File: src/rtl/aabb_pkg.sv
// aabb_pkg: shared types and constants for the pairwise box overlap block
// used by aabb_ctrl, aabb_dpath and aabb_pairwise_overlap; no dependencies
package aabb_pkg;

   localparam int DEFAULT_MAX_BOXES = 64;
   localparam int COORD_W           = 32;
   localparam int ID_W              = 16;

   // one stored box: closed min/max corners plus entity tag
   typedef struct packed {
      logic signed [COORD_W-1:0] min_x;
      logic signed [COORD_W-1:0] min_y;
      logic signed [COORD_W-1:0] min_z;
      logic signed [COORD_W-1:0] max_x;
      logic signed [COORD_W-1:0] max_y;
      logic signed [COORD_W-1:0] max_z;
      logic        [ID_W-1:0]    id;
   } box_type;

   typedef enum logic [1:0] {
      ST_IDLE,
      ST_SCAN,
      ST_FLUSH
   } ctl_state_type;

   // controller to datapath commands
   typedef struct packed {
      logic load;     // capture the new box
      logic wr_en;    // append new box to the store
      logic rd_en;    // read one stored box
      logic take;     // hit counted, shift into pending slot
      logic flush;    // end of scan, emit pending hit as last pair
   } ctl_cmd_type;

endpackage

File: src/rtl/aabb_ctrl.sv
// aabb_ctrl: sequencer for the overlap scan, store fill count and hit count
// depends on aabb_pkg
module aabb_ctrl #(
   parameter int MAX_BOXES = aabb_pkg::DEFAULT_MAX_BOXES
) (
   input  logic                         clock,
   input  logic                         reset,
   input  logic                         start,
   input  logic                         start_new_set,
   input  logic                         hit,
   output logic                         busy,
   output aabb_pkg::ctl_cmd_type        cmd,
   output logic [$clog2(MAX_BOXES)-1:0] wr_addr,
   output logic [$clog2(MAX_BOXES)-1:0] rd_addr
);
   import aabb_pkg::*;

   localparam int AW = $clog2(MAX_BOXES);
   localparam int CW = $clog2(MAX_BOXES + 1);
   localparam int FW = $clog2(MAX_BOXES);
   localparam logic [CW-1:0] FULL = CW'(MAX_BOXES);
   localparam logic [FW-1:0] CAP  = FW'(MAX_BOXES - 1);

   ctl_state_type state_ff, state_in;
   logic [CW-1:0] count_ff, count_in;
   logic [CW-1:0] idx_ff, idx_in;
   logic [CW-1:0] scan_n_ff, scan_n_in;
   logic [FW-1:0] found_ff, found_in;
   logic          cmp_vld_ff, cmp_vld_in;
   logic [CW-1:0] base;

   assign base    = start_new_set ? '0 : count_ff;
   assign wr_addr = base[AW-1:0];
   assign rd_addr = idx_ff[AW-1:0];
   assign busy    = (state_ff != ST_IDLE);

   always_ff @(posedge clock) begin
      if (reset) begin
         state_ff   <= ST_IDLE;
         count_ff   <= '0;
         idx_ff     <= '0;
         scan_n_ff  <= '0;
         found_ff   <= '0;
         cmp_vld_ff <= 1'b0;
      end else begin
         state_ff   <= state_in;
         count_ff   <= count_in;
         idx_ff     <= idx_in;
         scan_n_ff  <= scan_n_in;
         found_ff   <= found_in;
         cmp_vld_ff <= cmp_vld_in;
      end
   end

   always_comb begin
      state_in    = state_ff;
      count_in    = count_ff;
      idx_in      = idx_ff;
      scan_n_in   = scan_n_ff;
      found_in    = found_ff;
      cmd         = '0;
      case (state_ff)
         ST_IDLE: begin
            if (start) begin
               cmd.load  = 1'b1;
               cmd.wr_en = (base != FULL);
               scan_n_in = base;
               idx_in    = '0;
               found_in  = '0;
               count_in  = (base != FULL) ? base + CW'(1) : base;
               state_in  = ST_SCAN;
            end
         end
         ST_SCAN: begin
            cmd.rd_en = (idx_ff != scan_n_ff);
            if (cmd.rd_en) begin
               idx_in = idx_ff + CW'(1);
            end else begin
               state_in = ST_FLUSH;
            end
         end
         ST_FLUSH: begin
            cmd.flush = 1'b1;
            state_in  = ST_IDLE;
         end
         default: begin
            state_in = ST_IDLE;
         end
      endcase
      // hits past the result cap are dropped
      cmd.take = cmp_vld_ff && hit && (found_ff != CAP);
      if (cmd.take) begin
         found_in = found_ff + FW'(1);
      end
      cmp_vld_in = cmd.rd_en;
   end

   a_count_max: assert property (@(posedge clock) disable iff (reset)
      count_ff <= FULL) else $error("store count beyond capacity");

   a_scan_bound: assert property (@(posedge clock) disable iff (reset)
      (state_ff == ST_SCAN) |-> (idx_ff <= scan_n_ff))
      else $error("scan index past scan length");

   a_idle_no_cmp: assert property (@(posedge clock) disable iff (reset)
      (state_ff == ST_IDLE) |-> !cmp_vld_ff)
      else $error("compare pending while idle");

   a_flush_after_scan: assert property (@(posedge clock) disable iff (reset)
      (state_ff == ST_FLUSH) |-> ($past(state_ff) == ST_SCAN))
      else $error("flush without scan");

endmodule

File: config.mk
export PLATFORM = sky130hd
export DESIGN_NAME = aabb_ctrl
export DESIGN_NICKNAME = d
export VERILOG_FILES = /design/src/rtl/aabb_pkg.sv /design/src/rtl/aabb_ctrl.sv
export SDC_FILE = /design/constraint.sdc
export NUM_CORES = 1
export LEC_CHECK = 0
export ABC_AREA = 1
export CAP_MARGIN = 20
export CORE_UTILIZATION = 62
export CTS_CLUSTER_SIZE = 10
export DETAILED_ROUTE_END_ITERATION = 10
export DONT_BUFFER_PORTS = 1
export MAX_ROUTING_LAYER = met4
export PLACE_DENSITY = 0.88
export RECOVER_POWER = 100
export SLEW_MARGIN = 30
export SYNTH_ARGS = -nofsm -noshare
export SYNTH_HDL_FRONTEND = slang
export SYNTH_SLANG_ARGS = --single-unit
File: constraint.sdc
create_clock -name clock -period 1.9 [get_ports clock]
set_clock_uncertainty 0.05 [all_clocks]
set_input_delay 0.19 -clock clock [delete_from_list [all_inputs] [get_ports clock]]
set_output_delay 0.19 -clock clock [all_outputs]
set_load 0.01 [all_outputs]
# After elaboration in Yosys (flattened, before gate mapping)
# Cells that the tools add are included.
dict set report totals {
  register_bits 30
  inputBits 5
  word_cells 43
}
dict set report op_classes {
  addsub 3
  eq_ne 8
  muxes 15
  reduce_logical 11
}
# operator n
set ops {}
lappend ops {{2-to-1 mux 7 bit} 4}
lappend ops {{2-to-1 mux 6 bit} 3}
lappend ops {{adder 7 x 1 -> 7 bit (second input constant)} 2}
lappend ops {{case mux 7 bit (2 select lines)} 1}
lappend ops {{2-to-1 mux 2 bit} 4}
lappend ops {{nonzero test 2 bit} 4}
lappend ops {{inequality test 7 bit} 1}
lappend ops {{inequality test 7 bit (second input constant)} 1}
lappend ops {{adder 6 x 1 -> 6 bit (second input constant)} 1}
lappend ops {{inequality test 2 bit (second input constant)} 3}
lappend ops {{inequality test 6 bit (second input constant)} 1}
lappend ops {{AND reduction 2 bit} 3}
lappend ops {{case mux 2 bit (2 select lines)} 1}
lappend ops {{AND reduction 3 bit} 1}
lappend ops {{equality test 2 x 1 -> 1 bit (second input constant)} 1}
lappend ops {{equality test 2 bit (second input constant)} 1}
lappend ops {{logical AND 1 bit} 2}
lappend ops {{zero test 2 bit} 1}
lappend ops {{2-to-1 mux 1 bit} 2}

# Longest topological paths before layout
dict set report logic_depth {
  ltp_word 4
  ltp_mapped 11
  ltp_nobuf 11
}

# Worst setup path after synthesis
# No wires, ideal clock.
dict set report synth_path {
  path_kind {register -> register}
  startpoint {register found_ff[0]}
  endpoint {register found_ff[2]}
  setup_ns 0.070
  arrival_ns 1.367
  t_required_ns 1.780
  setup_slack_ns 0.413
  path_stages_with_launch 7
  n_path_buf 0
  synth_period_minus_slack_ns 1.487
  cell_sequence {dfxtp_1 > ha_1 > nand4_1 > nor2_1 > nor2_1 > o21ai_0 > a21oi_1}
}
# element line
set synth_rtl {}
lappend synth_rtl {{start: declaration} aabb_ctrl.sv:28} ;# logic [FW-1:0] found_ff, found_in;
lappend synth_rtl {{start signal: assignment} aabb_ctrl.sv:50} ;# found_ff <= found_in;

==> summary.md <==
| Metric | Value |
|---|---|
| Status | `completed` |
| CP top delay family | `flip-flops` |
| Synth Cell Area | `1690 um2` |
| Io pins | `23` |
| Max Cap Viol | `0` |
| Largest net degree at the start of global routing | `18` |
| Logic pwr share | `19.9%` |
| WL final | `3220 um` |
| LEAKAGE | `0.695 nW` |
| Crit path to | `cmd[2]` |
| Post-synthesis compound-gate area fraction | `15.1%` |
| CP Max Fanout | `10` |
| Final setup vio count | `0` |
| Clock sinks | `30` |
| Core Region | `2520 um2` |
| CP startpoint kind | `flip-flop` |
| CTS tree | `built` |
| Non-filler cells, final | `278` |
| Row count | `18` |
| HP Class | `in2reg` |
| Final hold slack | `50.7 ps` |
| Area grow syn2layout | `-0.742%` |
| Final slew viol count | `0` |
| Yosys Warn Count | `0` |
| Synthesized flop and latch total | `30` |
| Buffers on Ports | `0` |
| Crit end category | `output pin` |
| Switching share of total power | `32.8%` |
| Net Count, Synth | `262` |
| Die height | `54.2 um` |
| Final setup TNS | `0 ps` |
| Worst Path Buf+Inv | `2` |
| Fin nets | `254` |
| Grt total ovfl | `0` |
| Commonest non-fill, non-tap cell in the layout | `nand2_1` |
| Multi-input gate area | `792 um2` |
| Rel. slew slack | `51.8%` |
| PnR Total Power | `1.40 mW` |
| Initial antenna violation count | `0` |
| P per Cell Area | `837 nW/um2` |
| CTS Root Cell | `clkbuf_4` |
| Place WS | `188 ps` |
| Seq pwr share | `51.2%` |
| Via-per-instance ratio | `5.45` |
| Crit path top cell by count | `nand2_1` |
| Initial Util | `66.9%` |
| Post-synthesis cell count | `255` |
| RSZ-0062 raised after global routing | `false` |
| Setup crit start | `idx_ff[2]` |
| Proportion of layout cells with a drive suffix above 1 | `8.47%` |
| Final Worst Setup Slack | `127 ps` |
| Clock Power Share | `28.9%` |
| Worst R2R Setup Slack | `230 ps` |
| P_int | `942 uW` |
| Via count | `1515` |
| Number of inserted diodes | `0` |
| TritonCTS buffer count | `5` |
| Maximum vdd drop | `0.560 mV` |
| H-tree depth | `2` |
| DRC viols | `0` |
| Xor/xnor share of the synthesized area | `0.519%` |
| DR iter-0 viols | `32` |
| Critical path cell sequence | `inv_2 > nand2_1 > nand2_1 > nor2_2 > nand2_1 > o21bai_4 > inv_1` |
| Fin crit share | `93.3%` |
| Largest family of logic cells by synthesized area | `simple AND/OR/NAND/NOR gates` |
| Fin crit period | `1770 ps` |
| CP max stage delay | `430 ps` |
| Clock slew at reported path FFs | `100 ps` |
| Synth cell types | `29` |
| RR Startpoint | `idx_ff[2]` |
| Post-Synth Simple-Gate Area | `30.9%` |
| Switching power | `460 uW` |
| Die W | `54.2 um` |
| Placer Congestion | `0.850` |
| Syn_area_per_cell | `6.61 um2` |
| First-pass iteration count of the detailed router | `7` |
| Placed cells | `268` |
| Crit Path Category | `reg2out` |
| First-pass GRT wire length | `5310 um` |
| Clock Path Buffers | `2` |
| DRT antenna net count | `0` |
| Arrival @ worst endpoint | `1530 ps` |
| Adder-Cell Fraction of Synth Area | `1.48%` |
| R2R cell count | `9` |
| Seq/Total Area, Yosys | `35.6%` |
| Die area | `2930 um2` |
| Endpoints failing hold | `0` |
| Least-Margin Pin Slew | `721 ps` |
| Worst path depth | `7` |
| Number of cells on the worst hold path | `3` |
| Clk Latency, worst-skew pair | `340 ps` |
| FILL cells | `230` |
| Maximum clock frequency | `0.564 GHz` |
| Mux share of post-synthesis cell area | `0%` |
| Vias in the first global route | `1261` |
| Most frequent cells in the layout | `nand2_1 (68), inv_1 (34), a21oi_1 (26), dfxtp_1 (26), nor2_1 (21)` |
| WP data required | `1660 ps` |
| Worst r2r dst | `idx_ff[2]` |
| Avg WL per Cell | `11.6 um` |
| Register area | `611 um2` |
| Post-CTS Setup Bufs | `0` |
| Gr usage total | `26.5%` |
| HPWL Detailed | `2260 um` |
| Slowest CP cell | `dfxtp_2` |
-- cell families (layout without fill, tap and decap cells) --
logic type,count (synthesis),count (layout)
AOI/OAI and AO/OA,46,46
xor gates and xnor gates,1,1
adders and majority gates,2,2
buffers and inverters,57,50
DFF,30,30
and+or+nand+nor,119,119
-- metal layers --
| metal | up-vias | GRT usage, % | part of all wire (%) |
|---|---|---|---|
| met5 | - | - | 0 |
| met4 | 0 | 10.3 | 1.7 |
| met3 | 8 | 9.89 | 5.6 |
| met2 | 34 | 40.2 | 45 |
| met1 | 692 | 31.5 | 48 |
| li1 | 781 | - | - |
-- Yosys cell counts --
master | count | share of area (%)
a211oi_1 | 2 | 0.89
a21boi_1 | 1 | 0.45
a21oi_1 | 26 | 7.7
buf_2 | 2 | 0.59
buf_4 | 14 | 6.2
buf_6 | 1 | 0.67
clkbuf_1 | 3 | 0.67
dfxtp_1 | 30 | 36
ha_1 | 2 | 1.5
inv_1 | 31 | 6.9
inv_2 | 6 | 1.3
nand2_1 | 66 | 15
nand2_2 | 1 | 0.37
nand2_4 | 1 | 0.67
nand3_1 | 19 | 5.6
nand4_1 | 2 | 0.74
nor2_1 | 20 | 4.5
nor2_2 | 4 | 1.5
nor2_4 | 1 | 0.67
nor3_1 | 1 | 0.30
nor3_2 | 1 | 0.59
nor3b_1 | 2 | 0.89
nor4_1 | 1 | 0.37
o21ai_0 | 13 | 3.9
o21ai_1 | 1 | 0.30
o21bai_4 | 1 | 1.1
o22ai_1 | 1 | 0.37
o31ai_1 | 1 | 0.45
xnor2_1 | 1 | 0.52
-- sequential cells by signal, summed over array words and instances, names as in the netlist --
register and cells:
count_ff 7, cmp_vld_ff 1, found_ff 6, state_ff 2
idx_ff 7, scan_n_ff 7
-- repair_timing --
item	CTS	global route
gates resized for setup	0	7
endpoints found under the hold margin	17	0
hold buffers	2	0
setup endpoints to repair	0	6
-- area by class of cell --
type                    count  area share (%)
multi-input cells         168            47.3
flip-flops and latches     30            36.5
inverters                  37            8.30
clock buffers               7            3.29
well taps                  30            2.24
repair buffers              5            2.09
clock inverters             1           0.299
-- power groups by stage --
stage / logic [mW] / clock network (mW) / registers [mW]
3_5_place_dp: 0.286 / 0 / 0.730
3_3_place_gp: 0.281 / 0 / 0.728
2_1_floorplan: 0.276 / 0 / 0.716
6_report: 0.280 / 0.405 / 0.717
4_1_cts: 0.296 / 0.412 / 0.716
5_1_grt: 0.318 / 0.440 / 0.727
-- per-stage QoR --
step	util (%)	instance area (um2)
2_1_floorplan	-	1690
4_1_cts	67.0	1690
6_report	66.4	1670
5_1_grt	66.4	1670
3_5_place_dp	63.8	1610
3_3_place_gp	63.8	1610
-- worst min path at each step --
stage | start | end | slack, ps
final | start_new_set | count_ff[4] | 50
after global routing | start_new_set | count_ff[4] | 40
after CTS | start_new_set | count_ff[4] | 50
after detailed placement | reset | found_ff[4] | 210
after global placement | reset | count_ff[4] | 210
after floorplan | scan_n_ff[2] | scan_n_ff[2] | 390
-- worst min-delay path: cells and delay by family --
family             cells  cell delay (ps)
and+or+nand+nor        1               80
AOI/OAI and AO/OA      2              120
Power figures use the tool's default switching activity.
